<file path="src/rtl/scbp_pkg.sv">
// Shared types and constants of the size-class buffer pool.
// No dependencies; every other file of the block but scbp_ram uses this package.

package scbp_pkg;

	localparam int ID_W      = 5;
	localparam int LEN_W     = 7;
	localparam int OP_W      = 3;
	localparam int STATUS_W  = 3;
	localparam int CLASS_W   = 2;
	localparam int CFG_IDX_W = 2;

	localparam logic [LEN_W-1:0] CUTOFF_SMALL_RST  = 7'd12;
	localparam logic [LEN_W-1:0] CUTOFF_MEDIUM_RST = 7'd86;
	localparam logic [LEN_W-1:0] CUTOFF_LARGE_RST  = 7'd117;

	typedef enum logic [OP_W-1:0] {
		OP_ALLOC_PKT  = 3'd0,
		OP_ALLOC_PLD  = 3'd1,
		OP_ALLOC_BOTH = 3'd2,
		OP_FREE_PKT   = 3'd3,
		OP_FREE_PLD   = 3'd4,
		OP_FREE_BOTH  = 3'd5
	} op_t;

	typedef enum logic [STATUS_W-1:0] {
		STATUS_OK           = 3'd0,
		STATUS_NO_PACKET    = 3'd1,
		STATUS_NO_PAYLOAD   = 3'd2,
		STATUS_TOO_LONG     = 3'd3,
		STATUS_PAYLOAD_FULL = 3'd4,
		STATUS_PACKET_FULL  = 3'd5
	} status_code_t;

	typedef enum logic [CLASS_W-1:0] {
		CLASS_SMALL  = 2'd0,
		CLASS_MEDIUM = 2'd1,
		CLASS_LARGE  = 2'd2,
		CLASS_NONE   = 2'd3
	} class_t;

	typedef enum logic [CFG_IDX_W-1:0] {
		CFG_CUTOFF_SMALL  = 2'd0,
		CFG_CUTOFF_MEDIUM = 2'd1,
		CFG_CUTOFF_LARGE  = 2'd2
	} cfg_index_t;

	// Controller to datapath.
	typedef struct packed {
		logic latch;
		logic exec;
	} ctrl_cmd_t;

	// Datapath to one stack.
	typedef struct packed {
		logic push;
		logic pop;
	} lifo_cmd_t;

	// Stack back to datapath.
	typedef struct packed {
		logic empty;
		logic full;
	} lifo_stat_t;

endpackage

</file>
<file path="src/rtl/scbp_ram.sv">
// Generic single-port-write, single-port-read RAM with registered read data.
// No dependencies.

module scbp_ram #(
	parameter int WIDTH = 5,
	parameter int DEPTH = 32
) (
	input  logic                                    clk,
	input  logic                                    we,
	input  logic [((DEPTH > 1) ? $clog2(DEPTH) : 1)-1:0] waddr,
	input  logic [WIDTH-1:0]                        wdata,
	input  logic [((DEPTH > 1) ? $clog2(DEPTH) : 1)-1:0] raddr,
	output logic [WIDTH-1:0]                        rdata
);

	logic [WIDTH-1:0] mem_q [DEPTH];
	logic [WIDTH-1:0] rdata_q;

	always_ff @(posedge clk) begin
		if (we) begin
			mem_q[waddr] <= wdata;
		end
		rdata_q <= mem_q[raddr];
	end

	assign rdata = rdata_q;

endmodule

</file>
<file path="src/rtl/scbp_lifo.sv">
// One free stack of buffer ids: fill count, low-water mark and a RAM.
// Depends on scbp_pkg and scbp_ram.

module scbp_lifo #(
	parameter int DEPTH = 30,
	parameter int BASE  = 0
) (
	input  logic                        clk,
	input  logic                        arst_n,
	input  scbp_pkg::lifo_cmd_t         cmd,
	input  logic [scbp_pkg::ID_W-1:0]   push_id,
	output logic [scbp_pkg::ID_W-1:0]   top_id,
	output scbp_pkg::lifo_stat_t        stat
);

	localparam int AW = (DEPTH > 1) ? $clog2(DEPTH) : 1;
	localparam int CW = $clog2(DEPTH + 1);
	localparam logic [scbp_pkg::ID_W-1:0] TOP_RST_ID = scbp_pkg::ID_W'(BASE + DEPTH - 1);

	logic [CW-1:0] count_q;
	// Slots below the mark were never overwritten and still hold their reset id.
	logic [CW-1:0] low_q;
	logic [CW-1:0] top_idx;
	logic [AW-1:0] raddr;
	logic [scbp_pkg::ID_W-1:0] ram_rdata;
	logic [scbp_pkg::ID_W-1:0] rst_id_q;
	logic                      use_rst_q;

	assign top_idx = count_q - 1'b1;
	assign raddr   = AW'(top_idx);

	always_ff @(posedge clk or negedge arst_n) begin
		if (!arst_n) begin
			count_q <= CW'(DEPTH);
			low_q   <= CW'(DEPTH);
		end else if (cmd.pop) begin
			count_q <= top_idx;
			if (top_idx < low_q) begin
				low_q <= top_idx;
			end
		end else if (cmd.push) begin
			count_q <= count_q + 1'b1;
		end
	end

	// Track the RAM read latency for the reset-id bypass.
	always_ff @(posedge clk) begin
		use_rst_q <= (top_idx < low_q);
		rst_id_q  <= TOP_RST_ID - scbp_pkg::ID_W'(raddr);
	end

	scbp_ram #(
		.WIDTH (scbp_pkg::ID_W),
		.DEPTH (DEPTH)
	) u_ram (
		.clk   (clk),
		.we    (cmd.push),
		.waddr (AW'(count_q)),
		.wdata (push_id),
		.raddr (raddr),
		.rdata (ram_rdata)
	);

	assign top_id     = use_rst_q ? rst_id_q : ram_rdata;
	assign stat.empty = (count_q == '0);
	assign stat.full  = (count_q == CW'(DEPTH));

endmodule

</file>
<file path="src/rtl/scbp_datapath.sv">
// Datapath: cutoff registers, class select, the four free stacks, result registers.
// Depends on scbp_pkg and scbp_lifo.

module scbp_datapath #(
	parameter int PACKET_COUNT = 30,
	parameter int SMALL_COUNT  = 20,
	parameter int MEDIUM_COUNT = 8,
	parameter int LARGE_COUNT  = 2
) (
	input  logic                              clk,
	input  logic                              arst_n,
	input  scbp_pkg::ctrl_cmd_t               cmd,
	input  logic [scbp_pkg::OP_W-1:0]         operation,
	input  logic [scbp_pkg::LEN_W-1:0]        payload_length,
	input  logic [scbp_pkg::ID_W-1:0]         packet_id,
	input  logic [scbp_pkg::ID_W-1:0]         payload_id,
	input  logic                              wr_en,
	input  logic [scbp_pkg::CFG_IDX_W-1:0]    wr_index,
	input  logic [scbp_pkg::LEN_W-1:0]        wr_data,
	output logic [scbp_pkg::STATUS_W-1:0]     status,
	output logic [scbp_pkg::ID_W-1:0]         granted_packet,
	output logic [scbp_pkg::ID_W-1:0]         granted_payload,
	output logic [scbp_pkg::CLASS_W-1:0]      payload_class
);

	logic [scbp_pkg::LEN_W-1:0] cut_small_q, cut_medium_q, cut_large_q;
	logic [scbp_pkg::OP_W-1:0]  op_q;
	logic [scbp_pkg::LEN_W-1:0] len_q;
	logic [scbp_pkg::ID_W-1:0]  pkt_in_q, pld_in_q;

	scbp_pkg::class_t       cls;
	scbp_pkg::lifo_cmd_t    pkt_cmd;
	scbp_pkg::lifo_stat_t   pkt_stat;
	logic [scbp_pkg::ID_W-1:0] pkt_top;
	scbp_pkg::lifo_cmd_t    cls_cmd [3];
	scbp_pkg::lifo_stat_t   cls_stat [3];
	logic [scbp_pkg::ID_W-1:0] cls_top [3];
	scbp_pkg::lifo_stat_t   sel_stat;
	logic [scbp_pkg::ID_W-1:0] sel_top;

	logic pkt_pop, pkt_push, pld_pop, pld_push;
	scbp_pkg::status_code_t    st_d;
	logic [scbp_pkg::ID_W-1:0] gp_d, gl_d;
	logic [scbp_pkg::CLASS_W-1:0] cls_out_d;

	logic [scbp_pkg::STATUS_W-1:0] status_q;
	logic [scbp_pkg::ID_W-1:0]     gp_q, gl_q;
	logic [scbp_pkg::CLASS_W-1:0]  cls_out_q;

	always_ff @(posedge clk or negedge arst_n) begin
		if (!arst_n) begin
			cut_small_q  <= scbp_pkg::CUTOFF_SMALL_RST;
			cut_medium_q <= scbp_pkg::CUTOFF_MEDIUM_RST;
			cut_large_q  <= scbp_pkg::CUTOFF_LARGE_RST;
		end else if (wr_en) begin
			unique case (wr_index)
				scbp_pkg::CFG_CUTOFF_SMALL:  cut_small_q  <= wr_data;
				scbp_pkg::CFG_CUTOFF_MEDIUM: cut_medium_q <= wr_data;
				scbp_pkg::CFG_CUTOFF_LARGE:  cut_large_q  <= wr_data;
				default: ;
			endcase
		end
	end

	always_ff @(posedge clk) begin
		if (cmd.latch) begin
			op_q     <= operation;
			len_q    <= payload_length;
			pkt_in_q <= packet_id;
			pld_in_q <= payload_id;
		end
	end

	// First class in fixed order whose cutoff covers the length.
	always_comb begin
		if (len_q <= cut_small_q) begin
			cls = scbp_pkg::CLASS_SMALL;
		end else if (len_q <= cut_medium_q) begin
			cls = scbp_pkg::CLASS_MEDIUM;
		end else if (len_q <= cut_large_q) begin
			cls = scbp_pkg::CLASS_LARGE;
		end else begin
			cls = scbp_pkg::CLASS_NONE;
		end
	end

	always_comb begin
		sel_top  = '0;
		sel_stat = '{empty: 1'b1, full: 1'b1};
		case (cls)
			scbp_pkg::CLASS_SMALL: begin
				sel_top  = cls_top[0];
				sel_stat = cls_stat[0];
			end
			scbp_pkg::CLASS_MEDIUM: begin
				sel_top  = cls_top[1];
				sel_stat = cls_stat[1];
			end
			scbp_pkg::CLASS_LARGE: begin
				sel_top  = cls_top[2];
				sel_stat = cls_stat[2];
			end
			default: ;
		endcase
	end

	always_comb begin
		st_d      = scbp_pkg::STATUS_OK;
		gp_d      = '0;
		gl_d      = '0;
		cls_out_d = '0;
		pkt_pop   = 1'b0;
		pkt_push  = 1'b0;
		pld_pop   = 1'b0;
		pld_push  = 1'b0;
		if (op_q inside {scbp_pkg::OP_ALLOC_PLD, scbp_pkg::OP_ALLOC_BOTH,
				scbp_pkg::OP_FREE_PLD, scbp_pkg::OP_FREE_BOTH}
				&& cls != scbp_pkg::CLASS_NONE) begin
			cls_out_d = cls;
		end
		unique case (op_q)
			scbp_pkg::OP_ALLOC_PKT: begin
				if (pkt_stat.empty) begin
					st_d = scbp_pkg::STATUS_NO_PACKET;
				end else begin
					gp_d    = pkt_top;
					pkt_pop = 1'b1;
				end
			end
			scbp_pkg::OP_ALLOC_PLD: begin
				if (cls == scbp_pkg::CLASS_NONE) begin
					st_d = scbp_pkg::STATUS_TOO_LONG;
				end else if (sel_stat.empty) begin
					st_d = scbp_pkg::STATUS_NO_PAYLOAD;
				end else begin
					gl_d    = sel_top;
					pld_pop = 1'b1;
				end
			end
			scbp_pkg::OP_ALLOC_BOTH: begin
				// The packet is only taken when the payload succeeds too.
				if (pkt_stat.empty) begin
					st_d = scbp_pkg::STATUS_NO_PACKET;
				end else if (cls == scbp_pkg::CLASS_NONE) begin
					st_d = scbp_pkg::STATUS_TOO_LONG;
				end else if (sel_stat.empty) begin
					st_d = scbp_pkg::STATUS_NO_PAYLOAD;
				end else begin
					gp_d    = pkt_top;
					gl_d    = sel_top;
					pkt_pop = 1'b1;
					pld_pop = 1'b1;
				end
			end
			scbp_pkg::OP_FREE_PKT: begin
				if (pkt_stat.full) begin
					st_d = scbp_pkg::STATUS_PACKET_FULL;
				end else begin
					pkt_push = 1'b1;
				end
			end
			scbp_pkg::OP_FREE_PLD, scbp_pkg::OP_FREE_BOTH: begin
				if (cls == scbp_pkg::CLASS_NONE) begin
					st_d = scbp_pkg::STATUS_TOO_LONG;
				end else if (sel_stat.full) begin
					st_d = scbp_pkg::STATUS_PAYLOAD_FULL;
				end else begin
					pld_push = 1'b1;
					if (op_q == scbp_pkg::OP_FREE_BOTH) begin
						if (pkt_stat.full) begin
							st_d = scbp_pkg::STATUS_PACKET_FULL;
						end else begin
							pkt_push = 1'b1;
						end
					end
				end
			end
			default: ;
		endcase
	end

	assign pkt_cmd.pop  = cmd.exec && pkt_pop;
	assign pkt_cmd.push = cmd.exec && pkt_push;

	always_comb begin
		for (int i = 0; i < 3; i++) begin
			cls_cmd[i].pop  = cmd.exec && pld_pop  && (cls == scbp_pkg::CLASS_W'(i));
			cls_cmd[i].push = cmd.exec && pld_push && (cls == scbp_pkg::CLASS_W'(i));
		end
	end

	scbp_lifo #(.DEPTH(PACKET_COUNT), .BASE(0)) u_pkt (
		.clk(clk), .arst_n(arst_n), .cmd(pkt_cmd), .push_id(pkt_in_q),
		.top_id(pkt_top), .stat(pkt_stat)
	);

	scbp_lifo #(.DEPTH(SMALL_COUNT), .BASE(0)) u_small (
		.clk(clk), .arst_n(arst_n), .cmd(cls_cmd[0]), .push_id(pld_in_q),
		.top_id(cls_top[0]), .stat(cls_stat[0])
	);

	scbp_lifo #(.DEPTH(MEDIUM_COUNT), .BASE(SMALL_COUNT)) u_medium (
		.clk(clk), .arst_n(arst_n), .cmd(cls_cmd[1]), .push_id(pld_in_q),
		.top_id(cls_top[1]), .stat(cls_stat[1])
	);

	scbp_lifo #(.DEPTH(LARGE_COUNT), .BASE(SMALL_COUNT + MEDIUM_COUNT)) u_large (
		.clk(clk), .arst_n(arst_n), .cmd(cls_cmd[2]), .push_id(pld_in_q),
		.top_id(cls_top[2]), .stat(cls_stat[2])
	);

	always_ff @(posedge clk) begin
		if (cmd.exec) begin
			status_q  <= st_d;
			gp_q      <= gp_d;
			gl_q      <= gl_d;
			cls_out_q <= cls_out_d;
		end
	end

	assign status          = status_q;
	assign granted_packet  = gp_q;
	assign granted_payload = gl_q;
	assign payload_class   = cls_out_q;

endmodule

</file>
<file path="src/rtl/scbp_ctrl.sv">
// Controller: two-state sequencer that captures a request and executes it.
// Depends on scbp_pkg.

module scbp_ctrl (
	input  logic                clk,
	input  logic                arst_n,
	input  logic                start,
	output logic                busy,
	output logic                done,
	output scbp_pkg::ctrl_cmd_t cmd
);

	typedef enum logic [1:0] {
		ST_IDLE = 2'b01,
		ST_EXEC = 2'b10
	} state_t;

	state_t state_q, state_d;
	logic   done_q;

	always_comb begin
		state_d = state_q;
		unique case (state_q)
			ST_IDLE: if (start) state_d = ST_EXEC;
			ST_EXEC: state_d = ST_IDLE;
			default: state_d = ST_IDLE;
		endcase
	end

	always_ff @(posedge clk or negedge arst_n) begin
		if (!arst_n) begin
			state_q <= ST_IDLE;
			done_q  <= 1'b0;
		end else begin
			state_q <= state_d;
			done_q  <= (state_q == ST_EXEC);
		end
	end

	assign busy      = (state_q == ST_EXEC);
	assign done      = done_q;
	assign cmd.latch = start && !busy;
	assign cmd.exec  = (state_q == ST_EXEC);

endmodule

</file>
<file path="src/rtl/size_class_buffer_pool.sv">
// Top level of the size-class buffer pool.
// Depends on scbp_pkg, scbp_ctrl and scbp_datapath.

// Buffer manager with one free stack of packet descriptors and three free stacks of
// payload buffers (small, medium, large). Issue a request by raising start while busy
// is low; the request is captured at that edge. Each request is captured while the top of
// every stack is read from its RAM, then executed while busy is high, with the pop or
// push. The registered RAM read of the stack tops keeps these steps apart, and no new
// request is taken while busy is high. The result transaction appears on status,
// granted_packet, granted_payload and payload_class for exactly one cycle with done
// high, the cycle after execution; the receiver cannot stall it, so capture it then.
// Write cutoffs through wr_en, wr_index and wr_data only while no request is in
// flight. After reset every stack is full and no clearing pass is needed.
module size_class_buffer_pool #(
	parameter int PACKET_COUNT = 30,
	parameter int SMALL_COUNT  = 20,
	parameter int MEDIUM_COUNT = 8,
	parameter int LARGE_COUNT  = 2
) (
	input  logic                              clk,
	input  logic                              arst_n,
	// request transaction
	input  logic                              start,
	output logic                              busy,
	input  logic [scbp_pkg::OP_W-1:0]         operation,
	input  logic [scbp_pkg::LEN_W-1:0]        payload_length,
	input  logic [scbp_pkg::ID_W-1:0]         packet_id,
	input  logic [scbp_pkg::ID_W-1:0]         payload_id,
	// result transaction
	output logic                              done,
	output logic [scbp_pkg::STATUS_W-1:0]     status,
	output logic [scbp_pkg::ID_W-1:0]         granted_packet,
	output logic [scbp_pkg::ID_W-1:0]         granted_payload,
	output logic [scbp_pkg::CLASS_W-1:0]      payload_class,
	// cutoff register writes
	input  logic                              wr_en,
	input  logic [scbp_pkg::CFG_IDX_W-1:0]    wr_index,
	input  logic [scbp_pkg::LEN_W-1:0]        wr_data
);

	scbp_pkg::ctrl_cmd_t cmd;

	// Sequence capture and execution.
	scbp_ctrl u_ctrl (
		.clk    (clk),
		.arst_n (arst_n),
		.start  (start),
		.busy   (busy),
		.done   (done),
		.cmd    (cmd)
	);

	// Hold cutoffs, pick the class, pop or push the stacks, register the result.
	scbp_datapath #(
		.PACKET_COUNT (PACKET_COUNT),
		.SMALL_COUNT  (SMALL_COUNT),
		.MEDIUM_COUNT (MEDIUM_COUNT),
		.LARGE_COUNT  (LARGE_COUNT)
	) u_dp (
		.clk             (clk),
		.arst_n          (arst_n),
		.cmd             (cmd),
		.operation       (operation),
		.payload_length  (payload_length),
		.packet_id       (packet_id),
		.payload_id      (payload_id),
		.wr_en           (wr_en),
		.wr_index        (wr_index),
		.wr_data         (wr_data),
		.status          (status),
		.granted_packet  (granted_packet),
		.granted_payload (granted_payload),
		.payload_class   (payload_class)
	);

endmodule

</file>
<file path="config.mk">
export PLATFORM = sky130hd
export DESIGN_NAME = size_class_buffer_pool
export DESIGN_NICKNAME = d
export VERILOG_FILES = /design/src/rtl/scbp_pkg.sv /design/src/rtl/scbp_ram.sv /design/src/rtl/scbp_lifo.sv /design/src/rtl/scbp_datapath.sv /design/src/rtl/scbp_ctrl.sv /design/src/rtl/size_class_buffer_pool.sv
export SDC_FILE = /design/constraint.sdc
export NUM_CORES = 1
export LEC_CHECK = 0
export BUFFER_PORTS_ARGS = -buffer_cell sky130_fd_sc_hd__buf_2
export CORE_MARGIN = 5
export CORE_UTILIZATION = 40
export CTS_BUF_LIST = sky130_fd_sc_hd__clkbuf_16
export DETAILED_ROUTE_END_ITERATION = 6
export PLACE_DENSITY = 0.53
export SLEW_MARGIN = 20
export SYNTH_ARGS = -nofsm -noshare
export SYNTH_HDL_FRONTEND = slang
export SYNTH_SLANG_ARGS = --single-unit
</file>
<file path="constraint.sdc">
create_clock -name clk -period 4.13 [get_ports clk]
set_clock_uncertainty 0.05 [all_clocks]
set_input_delay 1.239 -clock clk [delete_from_list [all_inputs] [get_ports clk]]
set_output_delay 1.239 -clock clk [all_outputs]
set_load 0.005 [all_outputs]
</file>
==> impl_metrics.csv, run 1 <==
group,metric,value,unit
run_status,status,"finished, final reports clean",
worst_setup_path,arrival,3.69,ns
synth,yosys.area_share.simple,6.07,%
detailed_routing,num_vias,9402,
synth,synth_warnings,0,
pwr,vdd.ir_drop.worst,377,uV
timing,setup-tns-final,0,ns
timing,setup_viol,0,
detailed_routing,wire_per_inst,21.9,um
synth,synthArstFlopShare,13.0,%
global_route,grt_pass1_vias,9727,
layout,num_antenna_cells,0,
place,routabilityCongestion,0.790,
timing,hold_violations,0,
floorplan,start_util,40.5,%
layout,seqCellArea,12300,um^2
timing,worst_pin_slew,1.05,ns
timing,rsz0062_at_grt,"no",
synth,syn-mean-instance-area,16.8,um^2
worst_setup_path,end_kind,"register",
synth,synth_top_cell_by_area,"edfxtp_1",
pwr,powerDensity,646,nW/um^2
global_route,track_usage,15.9,%
worst_setup_path,critical_path_class,"register to register",
synth,synth_compound_area_share,4.30,%
synth,synth-xor-area-share,1.07,%
global_route,use_met2,23.8,%
detailed_routing,drt_first_pass_iters,5,
place,post-place-ws,0.629,ns
layout,fin_nets,1246,
floorplan,die_h,222,um
worst_setup_path,critPathMaxFanout,10,
worst_setup_path,cp.required,4.31,ns
floorplan,core,44400,um^2
place,hpwl,25.7,mm
flow_run,cap_viol_max_count,0,
global_route,grt_pass1_wl,60.7,mm
layout,multiInputGateArea,5310,um^2
synth,synthCells,1073,
synth,ys_seq_area_share,68.2,%
cts,clkLatencyLatePin,0.59,ns
floorplan,die_width,222,um
pwr,p_leak,7.19,nW
cts,cts_num_sinks,430,
synth,synth_fa_ha_area_share,3.47,%
cts,path_clk_slew,0.06,ns
layout,area_growth,14.0,%
cts,cts_setup_buffers,0,
synth,ys_top_cells_by_area,"edfxtp_1, mux4_2, dfxtp_1",
cts,cts_max_level,2,
detailed_routing,via_per_inst,5.24,
layout,final.fill_count,3801,
floorplan,num_io_pins,50,
timing,slew-limit-headroom,30.2,%
floorplan,die_area,49400,um^2
global_route,antenna_found_initial,1,
detailed_routing,ant_nets,0,
synth,synth_flop_cell,"edfxtp_1",
detailed_routing,drt_iter0_markers,652,
global_route,grt_busiest_layer,"met1",
synth,synth_top_family_by_area,"multiplexers",
timing,max_freq,0.285,GHz
synth,synth_edf_count,335,
cts,root_buffer,"clkbuf_16",
worst_setup_path,crit_path_start_kind,"register",
cts,clockBufferDepth,3,
synth,ys_types,85,
global_route,use_met3,3.21,%
cts,numCtsBuffers,46,
synth,synth-seq-cells,430,
cts,postCtsHoldBufs,0,
timing,min_period,3.51,ns
worst_hold_path,holdCritPathClass,"register to register",
place,numPortBuffers,49,
timing,slew_violations,0,
global_route,grt_max_degree,52,
detailed_routing,post-route-drc-count,0,
global_route,gr-usage-met1,24.0,%
synth,syn-cell-area,18000,um^2
cts,cts_tree,"yes",
cts,cts_resized,0,
synth,syn-num-nets,1156,
global_route,grt_overflow_total,0,
timing,finalCritPeriodShare,84.9,%
floorplan,row_count,77,
detailed_routing,routed_wl,39.3,mm
synth,synthMuxAreaShare,14.6,%
layout,finish.utilization,46.2,%
synth,synth.top_cell.area_share,55.9,%
pwr,finalPower,13.3,mW
timing,fin_ws,0.623,ns
layout,drive_gt1_share,27.7,%
area by class of cell:
| type | count | share of cell area (%) |
|---|---|---|
| flip-flops and latches | 430 | 59.8 |
| multi-input cells | 547 | 25.9 |
| clock buffers | 47 | 5.73 |
| well taps | 592 | 3.61 |
| repair buffers | 80 | 2.50 |
| clock inverters | 39 | 1.41 |
| inverters | 58 | 1.06 |
final timing paths:
kind                                                 startpoint                                       to  slack, ns  cells past startpoint
worst max-delay path            u_dp.cut_large_q[2]$_DFFE_PN1P_  u_dp.u_pkt.u_ram.mem_q[25][4]$_DFFE_PP_       0.62                      9
worst min-delay path              u_ctrl.state_q[1]$_DFFE_PN0P_            u_ctrl.state_q[1]$_DFFE_PN0P_       0.40                      1
worst max register to register  u_dp.cut_large_q[2]$_DFFE_PN1P_  u_dp.u_pkt.u_ram.mem_q[25][4]$_DFFE_PP_       0.62                      9
worst min register to register    u_ctrl.state_q[1]$_DFFE_PN0P_            u_ctrl.state_q[1]$_DFFE_PN0P_       0.40                      1
max in group asynchronous                                arst_n      u_dp.u_small.count_q[4]$_DFFE_PN1P_       2.97                      2
min in group asynchronous                                arst_n        u_dp.u_small.low_q[3]$_DFFE_PN0P_       0.44                      1
per-stage QoR:
stage	cells	cell area (um^2)	hold slack [ns]
after floorplan	1073	18000	0.295
after global placement	1704	19000	0.371
after detailed placement	1704	19000	0.391
after CTS	1790	20500	0.399
after global routing	1793	20500	0.430
final	1793	20500	0.396
per-layer routing:
metal | vias up | wire, um
met5 | - | 0
met1 | 4786 | 18700
met2 | 234 | 17600
li1 | 4327 | -
met4 | 0 | 754
met3 | 55 | 2180
power by group:
part / internal [mW] / switching (mW)
clock network: 2.27 / 1.70
registers: 5.08 / 0.274
logic: 1.87 / 2.06
Yosys cell counts (all sizes together) (2+ instances only):
cell type and number:
edfxtp 335, mux4 85, nor2 85, nand2 57, inv 55, ha 50, mux2 42, dfxtp 39
dfrtp 28, dfstp 28, o21ai 24, a21oi 22, mux2i 22, buf 21, clkbuf 17, nand3 16
nor3 14, or3 11, xnor2 11, xor2 11, nand3b 8, nand2b 6, nand4 6, o22ai 6
nor2b 5, a211oi 4, a21o 4, a31oi 4, and3 4, o21a 4, clkinv 3, nor3b 3
o211ai 3, o22a 3, o311ai 3, o41ai 3, a21boi 2, a22o 2, and2 2, nor4 2
o221ai 2, o31a 2, o31ai 2, o32ai 2, or3b 2
flip-flops by register name, summed over array words and instances (netlist names), 7 cells and up:
signal	count
u_dp.cut_medium_q	7
u_dp.cut_small_q	7
u_dp.u_large.u_ram.mem_q	10
u_dp.u_medium.u_ram.mem_q	40
u_dp.u_pkt.u_ram.mem_q	150
u_dp.len_q	7
u_dp.u_small.u_ram.mem_q	100
u_dp.cut_large_q	7
kinds of logic (layout without fill, tap and decap cells):
group                      Yosys count  after routing
DFF                                430            430
and+or+nand+nor                    225            225
muxes                              149            149
AOI/OAI and AO/OA                  101            101
buffers and inverters               96            224
adders and majority gates           50             50
xor gates and xnor gates            22             22
critical path, cell delays in order, from the launching register on:
cell,delay (ns)
dfstp_2,0.53
inv_1,0.04
ha_1,0.30
a21oi_1,0.14
a21oi_1,0.14
o41ai_1,0.45
mux2i_1,0.26
o21ai_4,0.37
nand2_1,0.40
nor2_1,0.48
cells in the final DEF, fill, tap and decap left out, types with 5 or more instances in the layout:
cell / instances
edfxtp_1: 335
mux4_2: 85
nor2_1: 83
inv_1: 65
nand2_1: 53
ha_1: 50
buf_2: 49
clkbuf_16: 47
dfxtp_1: 39
mux2_2: 37
dfstp_2: 28
buf_4: 27
dfrtp_1: 26
mux2i_1: 22
o21ai_0: 21
a21oi_1: 18
nand3_1: 16
nor3_1: 14
clkinv_1: 12
xnor2_1: 11
xor2_1: 11
or3_1: 10
clkinv_2: 8
nand3b_1: 7
nand2b_1: 6
nand4_1: 5
o22ai_1: 5
nor2b_1: 5
(Power assumes the default switching activity.)
==> run 2: changes to the inputs <==
==> constraint.sdc (replaced) <==
create_clock -name clk -period 2.9 [get_ports clk]
set_clock_uncertainty 0.05 [all_clocks]
set_input_delay 0.87 -clock clk [delete_from_list [all_inputs] [get_ports clk]]
set_output_delay 0.87 -clock clk [all_outputs]
set_load 0.005 [all_outputs]
==> run 2 against run 1 <==
Highest routed layer unchanged. Clock power up 42%. Flip-flop and latch count unchanged. Critical endpoint is now u_dp.u_pkt.u_ram.mem_q[14][2]$_DFFE_PP_. Power up 45%.
==> impl_metrics.csv, run 2 (synthesized netlist as in run 1, its figures left out) <==
group,metric,value,unit
run_status,status,"finished, final reports clean",
cts,cts_num_sinks,430,
pwr,internal_power,13.4,mW
place,hpwl,27.1,mm
pwr,finalPower,19.2,mW
layout,final_common_cell,"edfxtp_1",
worst_setup_path,cp.required,3.15,ns
layout,drive_gt1_share,37.5,%
layout,final_cell_mix,"edfxtp_1, buf_4, mux4_2",
pwr,sequentialPowerShare,39.5,%
global_route,grt_pass1_vias,10106,
pwr,vdd.ir_drop.worst,460,uV
worst_setup_path,critPathTopFamily,"compound AO/OA/AOI/OAI gates",
cts,path_clk_slew,0.06,ns
timing,setup_viol,0,
detailed_routing,ant_nets,0,
detailed_routing,routed_wl,40.2,mm
worst_hold_path,holdCritPathClass,"input pin to asynchronous set/reset pin",
timing,max_freq,0.355,GHz
layout,top_register,"u_dp.u_pkt.u_ram.mem_q",
pwr,clockPowerShare,29.3,%
timing,holdWs,0.227,ns
detailed_routing,drt_first_pass_iters,5,
layout,top_regs,"u_dp.u_pkt.u_ram.mem_q x150, u_dp.u_small.u_ram.mem_q x100, u_dp.u_medium.u_ram.mem_q x40",
worst_setup_path,critical_path_class,"register to register",
timing,hold_violations,0,
global_route,grt_overflow_total,0,
place,place_area,19700,um^2
cts,postCtsHoldBufs,0,
flow_run,cap_viol_max_count,0,
layout,largest_reg_flops,150,
layout,stdcell_area,21600,um^2
detailed_routing,num_vias,9816,
pwr,powerDensity,888,nW/um^2
worst_setup_path,end_kind,"register",
detailed_routing,wire_per_inst,21.3,um
worst_setup_path,critPathMaxFanout,7,
cts,clockBufferDepth,3,
layout,fin_nets,1343,
layout,final.fill_count,3747,
worst_setup_path,crit_path_start_kind,"register",
timing,finalCritPeriodShare,97.2,%
place,placedCellCount,1794,
timing,worst_pin_slew,1.07,ns
place,numPortBuffers,49,
cts,cts_max_level,2,
pwr,p_leak,7.72,nW
floorplan,die_width,222,um
timing,setup-tns-final,0,ns
layout,num_antenna_cells,0,
cts,clkLatencyLatePin,0.57,ns
pwr,p_sw,5.85,mW
worst_setup_path,crit_slowest_cell,"edfxtp_1",
floorplan,core,44400,um^2
place,routabilityCongestion,0.792,
worst_setup_path,crit_chain,"buf_4, ha_1, a21oi_1, a21o_2, a21oi_4, nand3_2, o21ai_4, nand2_1, buf_6, nor2_2, buf_6",
floorplan,start_util,40.5,%
worst_setup_path,arrival,3.06,ns
cts,numCtsBuffers,46,
global_route,grt_max_degree,47,
timing,rsz0062_at_grt,"yes",
worst_setup_path,critPathMaxStageDelay,0.45,ns
worst_setup_path,cp_common_cell,"buf_6",
global_route,track_usage,16.3,%
cts,cts_tree,"yes",
layout,area_growth,20.2,%
layout,final_cells,1890,
timing,min_period,2.82,ns
floorplan,num_io_pins,50,
floorplan,row_count,77,
floorplan,die_h,222,um
cts,root_buffer,"clkbuf_16",
timing,slew-limit-headroom,28.8,%
detailed_routing,drt_iter0_markers,658,
global_route,grt_pass1_wl,62.2,mm
timing,slew_violations,0,
pwr,comb_power_share,31.2,%
pwr,swShare,30.4,%
detailed_routing,post-route-drc-count,0,
detailed_routing,via_per_inst,5.19,
worst_setup_path,critPathBufInv,3,
global_route,antenna_found_initial,0,
floorplan,die_area,49400,um^2
[run 2: final timing paths]
| check | startpoint | end | slack [ns] | cells past startpoint |
|---|---|---|---|---|
| setup / recovery | u_dp.len_q[2]$_DFFE_PP_ | u_dp.u_pkt.u_ram.mem_q[14][2]$_DFFE_PP_ | 0.08 | 11 |
| hold / removal | arst_n | u_dp.u_pkt.count_q[0]$_DFFE_PN0P_ | 0.23 | 1 |
| setup reg to reg | u_dp.len_q[2]$_DFFE_PP_ | u_dp.u_pkt.u_ram.mem_q[14][2]$_DFFE_PP_ | 0.08 | 11 |
| hold reg to reg | u_ctrl.state_q[1]$_DFFE_PN0P_ | u_ctrl.state_q[1]$_DFFE_PN0P_ | 0.39 | 1 |
| max in group asynchronous | arst_n | u_dp.cut_medium_q[2]$_DFFE_PN1P_ | 1.85 | 2 |
| min in group clk | u_ctrl.state_q[1]$_DFFE_PN0P_ | u_ctrl.state_q[1]$_DFFE_PN0P_ | 0.39 | 1 |
[run 2: worst register-to-register path: cells and delay by family (launching register included)]
family | cells | cell delay (ns)
AOI/OAI and AO/OA | 4 | 0.85
adders and majority gates | 1 | 0.31
buffers and inverters | 3 | 0.49
DFF | 1 | 0.45
and+or+nand+nor | 3 | 0.40
[run 2: routing by layer]
layer / wire (um) / GRT usage [%] / vias up
met5: 0 / 0 / -
met4: 909 / 4.30 / 0
met3: 2140 / 3.22 / 57
met2: 18300 / 24.8 / 221
met1: 18900 / 24.3 / 5029
li1: - / - / 4509
[run 2: what timing repair did]
| item | 4_1_cts | 5_1_grt |
|---|---|---|
| gates resized for setup | 3 | 83 |
| endpoints found under the setup margin | 61 | 186 |
| buffers inserted | 0 | 9 |
| cloned | 0 | 0 |
| pin swaps | 0 | 24 |
[run 2: per-stage QoR]
step                worst slack [ns]  utilization (%)
finish                        0.0814             48.7
detailed placement           -0.0139             44.5
floorplan                    -0.0299                -
CTS                          0.00299             47.8
global route                 -0.0637             48.7
global placement           0.0000764             44.5
[run 2: cell type report]
cell class	instances	area [um^2]	share of cell area, %
sequential	430	12300	56.7
timing repair buffer	177	1340	6.17
multi-input combinational	547	5600	25.9
tap	592	741	3.42
clock buffer	46	1150	5.32
clock inverter	40	313	1.45
inverter	58	219	1.01
[run 2: power groups by stage]
stage               sequential, mW  clock, mW  combinational (mW)
finish                        7.60       5.63                5.99
global route                  7.65       6.07                6.55
global placement              7.72          0                5.93
CTS                           7.60       5.80                5.95
floorplan                     7.54          0                4.37
detailed placement            7.72          0                5.92
